$ cat config.mk
export PLATFORM = sky130hd
export DESIGN_NAME = dwsc_lane
export DESIGN_NICKNAME = d
export VERILOG_FILES = /design/src/sv/dwsc_pkg.sv /design/src/sv/dwsc_lane.sv
export SDC_FILE = /design/constraint.sdc
export NUM_CORES = 2
export LEC_CHECK = 0
export ABC_AREA = 0
export BUFFER_PORTS_ARGS = -buffer_cell sky130_fd_sc_hd__clkbuf_2
export CORE_MARGIN = 2
export CORE_UTILIZATION = 66
export DETAILED_ROUTE_END_ITERATION = 12
export PLACE_DENSITY = 0.83
export SLEW_MARGIN = 20
export SYNTH_ARGS = -nofsm -noshare
export SYNTH_HDL_FRONTEND = slang
export SYNTH_SLANG_ARGS = --single-unit
$ cat constraint.sdc
create_clock -name clock -period 11.6 [get_ports clock]
set_input_delay 0.58 -clock clock [delete_from_list [all_inputs] [get_ports clock]]
set_output_delay 0.58 -clock clock [all_outputs]
set_load 0.05 [all_outputs]
$ cat src/sv/dwsc_pkg.sv
package dwsc_pkg;

   localparam int COUNT_W = 32;
   localparam int MS_W = 16;
   localparam int SPEED_W = 20;
   localparam int ERR_W = 21;
   localparam int GAIN_W = 16;
   localparam int PWM_MAX_DEFAULT = 511;
   localparam int CSR_IDX_W = 2;
   localparam int CSR_DATA_W = 16;

   // numerator scale: 60000 * 10 * 256
   localparam logic [27:0] RPM_SCALE = 28'd153600000;
   localparam logic [19:0] SPEED_MAX = 20'h7FFFF;
   localparam logic [19:0] SPEED_MIN_MAG = 20'h80000;

   // quotient bits produced by the divider (enough to detect saturation)
   localparam int QUOT_W = 24;

   // register indexes
   localparam logic [CSR_IDX_W-1:0] CSR_PROP_GAIN = 2'd0;
   localparam logic [CSR_IDX_W-1:0] CSR_DIFF_GAIN = 2'd1;
   localparam logic [CSR_IDX_W-1:0] CSR_COUNTS_PER_REV = 2'd2;

   // gains handed to the lanes
   typedef struct packed {
      logic [GAIN_W-1:0] prop_gain;
      logic [GAIN_W-1:0] diff_gain;
      logic [GAIN_W-1:0] counts_per_rev;
   } gains_type;

   // control from sequencer to lanes
   typedef struct packed {
      logic start;
   } lane_ctrl_type;

endpackage

$ cat src/sv/dwsc_lane.sv
// One wheel: speed measure (serial divider) then PD update.
module dwsc_lane #(
   parameter int PWM_MAX = dwsc_pkg::PWM_MAX_DEFAULT,
   parameter int LEVEL_W = $clog2(PWM_MAX + 1)
) (
   input  logic clock,
   input  logic reset,
   input  dwsc_pkg::lane_ctrl_type ctrl,
   input  dwsc_pkg::gains_type gains,
   input  logic [dwsc_pkg::COUNT_W-1:0] count,
   input  logic [dwsc_pkg::MS_W-1:0] elapsed_ms,
   input  logic signed [dwsc_pkg::SPEED_W-1:0] target,
   output logic done,
   output logic [LEVEL_W-1:0] level,
   output logic signed [dwsc_pkg::SPEED_W-1:0] speed
);

   typedef enum logic [6:0] {
      S_IDLE = 7'b0000001,
      S_MUL  = 7'b0000010,
      S_DIV  = 7'b0000100,
      S_ERR  = 7'b0001000,
      S_PD   = 7'b0010000,
      S_PROD = 7'b0100000,
      S_UPD  = 7'b1000000
   } state_type;

   localparam int NUM_W = 60;
   localparam int DEN_W = 32;
   localparam int STEP_W = $clog2(NUM_W + 1);

   state_type state_ff, state_in;
   logic [dwsc_pkg::COUNT_W-1:0] prev_count_ff, prev_count_in;
   logic signed [dwsc_pkg::ERR_W-1:0] prev_err_ff, prev_err_in;
   logic [LEVEL_W-1:0] level_ff, level_in;
   logic neg_ff, neg_in;
   logic [NUM_W-1:0] num_ff, num_in;
   logic [DEN_W-1:0] den_ff, den_in;
   logic [DEN_W:0] rem_ff, rem_in;
   logic [dwsc_pkg::QUOT_W-1:0] quot_ff, quot_in;
   logic [STEP_W-1:0] step_ff, step_in;
   logic signed [dwsc_pkg::SPEED_W-1:0] speed_ff, speed_in;
   logic signed [dwsc_pkg::ERR_W-1:0] err_ff, err_in;
   logic signed [39:0] psum_ff, psum_in;
   logic signed [39:0] dsum_ff, dsum_in;

   logic [dwsc_pkg::COUNT_W-1:0] delta;
   logic [dwsc_pkg::COUNT_W-1:0] mag;
   logic [DEN_W:0] rem_sh;
   logic signed [40:0] total;
   logic [40:0] tmag;
   logic signed [21:0] term;
   logic signed [22:0] sum;
   logic signed [dwsc_pkg::ERR_W:0] derr;
   logic [dwsc_pkg::SPEED_W:0] tabs, mabs;
   logic signed [39:0] pprod, dprod;

   assign delta = count - prev_count_ff;
   assign mag = delta[dwsc_pkg::COUNT_W-1] ? (~delta + 1'b1) : delta;
   assign rem_sh = {rem_ff[DEN_W-1:0], num_ff[NUM_W-1]};
   assign tabs = target[dwsc_pkg::SPEED_W-1] ?
      (~{target[dwsc_pkg::SPEED_W-1], target} + 1'b1) : {1'b0, target};
   assign mabs = speed_ff[dwsc_pkg::SPEED_W-1] ?
      (~{speed_ff[dwsc_pkg::SPEED_W-1], speed_ff} + 1'b1) : {1'b0, speed_ff};
   assign derr = {err_ff[dwsc_pkg::ERR_W-1], err_ff}
      - {prev_err_ff[dwsc_pkg::ERR_W-1], prev_err_ff};

   // gain products, registered before the final add
   assign pprod = 40'($signed({1'b0, gains.prop_gain}) * err_ff);
   assign dprod = 40'($signed({1'b0, gains.diff_gain}) * derr);

   // correction truncated toward zero, then added to the level
   assign total = {psum_ff[39], psum_ff} + {dsum_ff[39], dsum_ff};
   assign tmag = total[40] ? (~total + 1'b1) : total;
   assign term = total[40] ? -$signed({1'b0, tmag[40:20]}) : $signed({1'b0, tmag[40:20]});
   assign sum = $signed({{(23-LEVEL_W){1'b0}}, level_ff}) + 23'(term);

   always_comb begin
      state_in = state_ff;
      prev_count_in = prev_count_ff;
      prev_err_in = prev_err_ff;
      level_in = level_ff;
      neg_in = neg_ff;
      num_in = num_ff;
      den_in = den_ff;
      rem_in = rem_ff;
      quot_in = quot_ff;
      step_in = step_ff;
      speed_in = speed_ff;
      err_in = err_ff;
      psum_in = psum_ff;
      dsum_in = dsum_ff;
      unique case (state_ff)
         S_IDLE: begin
            if (ctrl.start) begin
               neg_in = delta[dwsc_pkg::COUNT_W-1];
               num_in = {28'd0, mag};
               den_in = 32'(elapsed_ms * gains.counts_per_rev);
               prev_count_in = count;
               state_in = S_MUL;
            end
         end
         // numerator product: 32 x 28 bits
         S_MUL: begin
            num_in = NUM_W'(num_ff[31:0] * dwsc_pkg::RPM_SCALE);
            rem_in = '0;
            quot_in = '0;
            step_in = '0;
            state_in = (den_ff == '0) ? S_ERR : S_DIV;
            if (den_ff == '0) speed_in = '0;
         end
         // restoring divide, one bit per cycle
         S_DIV: begin
            num_in = {num_ff[NUM_W-2:0], 1'b0};
            if (rem_sh >= {1'b0, den_ff}) begin
               rem_in = rem_sh - {1'b0, den_ff};
               quot_in = {quot_ff[dwsc_pkg::QUOT_W-2:0], 1'b1};
            end else begin
               rem_in = rem_sh;
               quot_in = {quot_ff[dwsc_pkg::QUOT_W-2:0], 1'b0};
            end
            // sticky saturation when quotient leaves the window
            if (quot_ff[dwsc_pkg::QUOT_W-1]) quot_in = '1;
            step_in = step_ff + 1'b1;
            if (step_ff == STEP_W'(NUM_W - 1)) state_in = S_ERR;
         end
         S_ERR: begin
            if (den_ff != '0) begin
               if (neg_ff) begin
                  if (quot_ff > {4'd0, dwsc_pkg::SPEED_MIN_MAG})
                     speed_in = $signed(dwsc_pkg::SPEED_MIN_MAG);
                  else
                     speed_in = -$signed(quot_ff[dwsc_pkg::SPEED_W-1:0]);
               end else begin
                  if (quot_ff > {4'd0, dwsc_pkg::SPEED_MAX})
                     speed_in = $signed(dwsc_pkg::SPEED_MAX);
                  else
                     speed_in = $signed(quot_ff[dwsc_pkg::SPEED_W-1:0]);
               end
            end
            state_in = S_PD;
         end
         S_PD: begin
            err_in = $signed(tabs) - $signed(mabs);
            state_in = S_PROD;
         end
         S_PROD: begin
            psum_in = pprod;
            dsum_in = dprod;
            state_in = S_UPD;
         end
         // clamp level to 0..PWM_MAX and keep the error
         S_UPD: begin
            prev_err_in = err_ff;
            if (sum >= 23'(PWM_MAX)) level_in = LEVEL_W'(PWM_MAX);
            else if (sum <= 23'sd0) level_in = '0;
            else level_in = LEVEL_W'(sum);
            state_in = S_IDLE;
         end
         default: state_in = S_IDLE;
      endcase
   end

   always_ff @(posedge clock) begin
      if (reset) begin
         state_ff <= S_IDLE;
         prev_count_ff <= '0;
         prev_err_ff <= '0;
         level_ff <= '0;
      end else begin
         state_ff <= state_in;
         prev_count_ff <= prev_count_in;
         prev_err_ff <= prev_err_in;
         level_ff <= level_in;
      end
   end

   always_ff @(posedge clock) begin
      neg_ff <= neg_in;
      num_ff <= num_in;
      den_ff <= den_in;
      rem_ff <= rem_in;
      quot_ff <= quot_in;
      step_ff <= step_in;
      speed_ff <= speed_in;
      err_ff <= err_in;
      psum_ff <= psum_in;
      dsum_ff <= dsum_in;
   end

   assign done = (state_ff == S_UPD);
   assign level = level_ff;
   assign speed = speed_ff;

endmodule

==> metrics.txt <==
status finished, final reports clean; Clock Tree Buf Depth 3; Fin. Hold Viols 0; Slowest Stage Delay on Critical Path 0.62 ns; most common cell after layout, fill and taps aside inv_1; Root Buffer clkbuf_16; CTS resizes 0; DP Cell Count 8251; Setup Buffers After CTS 0; chip height 315 microns; worst path required time 11.95 ns; post-synthesis register bit count 342; Initial DRT Pass Iterations 6; Yosys top cell by area fa_1; Core Box Area 95300 sq um; final setup violation count 0; number of synthesized flops with an enable pin around 270; Final Max Slew Viols 0; CTS tree yes; CP endpoint kind register; f_max 0.0936 GHz; Async SR Flop Fraction 0; RSZ-0062 raised after global routing false; FF-to-FF Start err_ff[2]; # rows 113; most frequent cells in the layout 1385 x inv_1, 1053 x fa_1, 898 x nand2_1, 604 x ha_1, 390 x and2_1; final net count approximately 9000; number of CTS-inserted buffers 42; Synth area leaders fa_1 33%, edfxtp_1 13%, ha_1 12%; CP startpoint kind register; crit path kind register to register; Avg WL per Cell approximately 19 microns; post-route ant nets 0; HPWL after DPL roughly 130 mm; total of max-cap violations 0; post-synth net total 8796; CP max-delay cell edfxtp_1; Setup TNS Final 0 ns; CTS H-tree lvls 2; worst rel slew slack 0.239; routability cong. 0.960; Port Buf Inserts roughly 150; gr ovfl total 0; total wire length around 160 mm; Via-to-Cell Ratio slightly below 6; Max Clock Skew 0.0419 ns; pin count of the biggest net entering global routing 83; Vias around 49000; top_reg_cell synth edfxtp_1; Die Width 315 microns; Fill cells roughly 7000; vias in the first global route roughly 52000; Skew-Pair Late Insertion Delay 0.62 ns; initial core utilization 0.668; CP max FO 18; Area Growth Syn to Fin 5.15%; synthesized instance count 7020; Hold Crit Start count[8]; Tot GR Track Use 0.332; Unique masters post-synth 96; Warnings, synthesis 0; period utilization 0.921; CP arrival 11.03 ns; initial drt markers around 3800; Worst Hold Class primary input to register; syn avg cell area slightly above 9 sq um; I/O pin count 149; Finished Layout Cells 8333; area fraction of the dominant cell type after synthesis 0.331; origin of the worst setup path err_ff[2]; CTS clock-pin slew for the worst setup and hold paths 0.07 ns; Worst Tran Pin Value between 1 and 1.5 ns; total die area about 100000 sq um; Seq/Total Area, Yosys 0.150; clock sinks 342; hold-fix buffer count after cts 0; Cell Area, Synth 63700 sq um; # DRC 0; initial antenna violation count 2; Tmin final between 10 and 15 ns; first-pass GRT wire length between 200 and 300 mm; layout cell share with drive strength beyond 1 0.0474
path summary, 6_finish.rpt:
check	endpoint	slack [ns]	cells after the start
worst max-delay path	dsum_ff[37]	0.92	37
worst min-delay path	prev_count_ff[8]	0.20	3
worst max register to register	dsum_ff[37]	0.92	37
worst min register to register	prev_count_ff[1]	0.45	2
Yosys cell counts (22+ instances only):
cell / count
clkbuf_1: 210
nand2_1: 898
o211ai_1: 23
nor4_1: 24
ha_1: 604
a21o_1: 66
nor2_1: 359
nand2b_1: 38
a211oi_1: 48
a31oi_1: 30
o31ai_1: 29
o21bai_1: 34
xnor2_1: 211
o21a_1: 41
nor2b_1: 49
nor3_1: 89
a21oi_1: 244
o21ai_0: 214
and2_1: 390
or3_1: 60
and3_1: 29
inv_1: 1388
fa_1: 1053
nor3b_1: 22
a21boi_0: 34
nand3_1: 57
dfxtp_1: 69
mux2i_1: 42
nand4_1: 23
xor2_1: 104
edfxtp_1: 273
area by class of cell:
cell class	count	area (sq um)	share of cell area
Timing Repair Buffer	200	1130	0.0169
Tap cell	1265	1580	0.0236
Clock inverter	23	309	0.00462
Multi-Input combinational cell	5058	48000	0.717
Inverter	1388	5210	0.0778
Clock buffer	53	1140	0.0171
Antenna cell	4	10.0	0.000149
Sequential cell	342	9580	0.143
sequential cells by signal, summed over array words and instances (netlist names), 9 cells and up:
signal         cells
level              9
err_ff            21
speed             20
quot_ff           24
den_ff            32
prev_count_ff     32
prev_err_ff       21
num_ff            60
dsum_ff           39
rem_ff            32
psum_ff           38
critical path: cells and delay by family, from the launching register on:
kind,cells,cell delay (ns)
adder cells (fa/ha/maj),8,3.81
flip-flops,1,0.62
buffers and inverters,3,0.16
AO/OA/AOI/OAI,20,4.95
AND/OR/NAND/NOR,4,0.50
XOR/XNOR,2,0.41
metrics by stage:
stage / utilization / setup slack (ns) / cell area (sq um) / hold slack [ns]
final: 0.703 / 0.918 / 67000 / 0.201
after global routing: 0.703 / 0.0276 / 67000 / 0.206
after CTS: 0.702 / 0.841 / 66900 / 0.179
after detailed placement: 0.687 / 1.01 / 65500 / 0.447
after global placement: 0.687 / 1.25 / 65500 / 0.441
after floorplan: - / 2.34 / 63700 / 0.436
metal layers:
| metal | GRT usage | part of all wire | vias up |
|---|---|---|---|
| met5 | 0 | 0.000069 | - |
| met4 | 0.142 | 0.047 | 2 |
| met3 | 0.0574 | 0.079 | 462 |
| met2 | 0.562 | 0.49 | 1926 |
| met1 | 0.421 | 0.39 | 24300 |
| li1 | - | - | 22300 |
cell families (layout without fill, tap and decap cells):
logic type               Yosys count  after routing  share of synthesized area
AO/OA/AOI/OAI                    932            932                     0.0951
XOR/XNOR                         315            315                     0.0433
adder cells (fa/ha/maj)         1657           1657                      0.450
buffers and inverters           1620           1664                     0.0968
flip-flops                       342            342                      0.150
multiplexers                      45             45                    0.00735
other                              0              4                          0
AND/OR/NAND/NOR                 2109           2109                      0.157
Power is left out: the tool's default activity adds up to more than one toggle a clock period on the data nets, which glitch-free logic cannot reach.
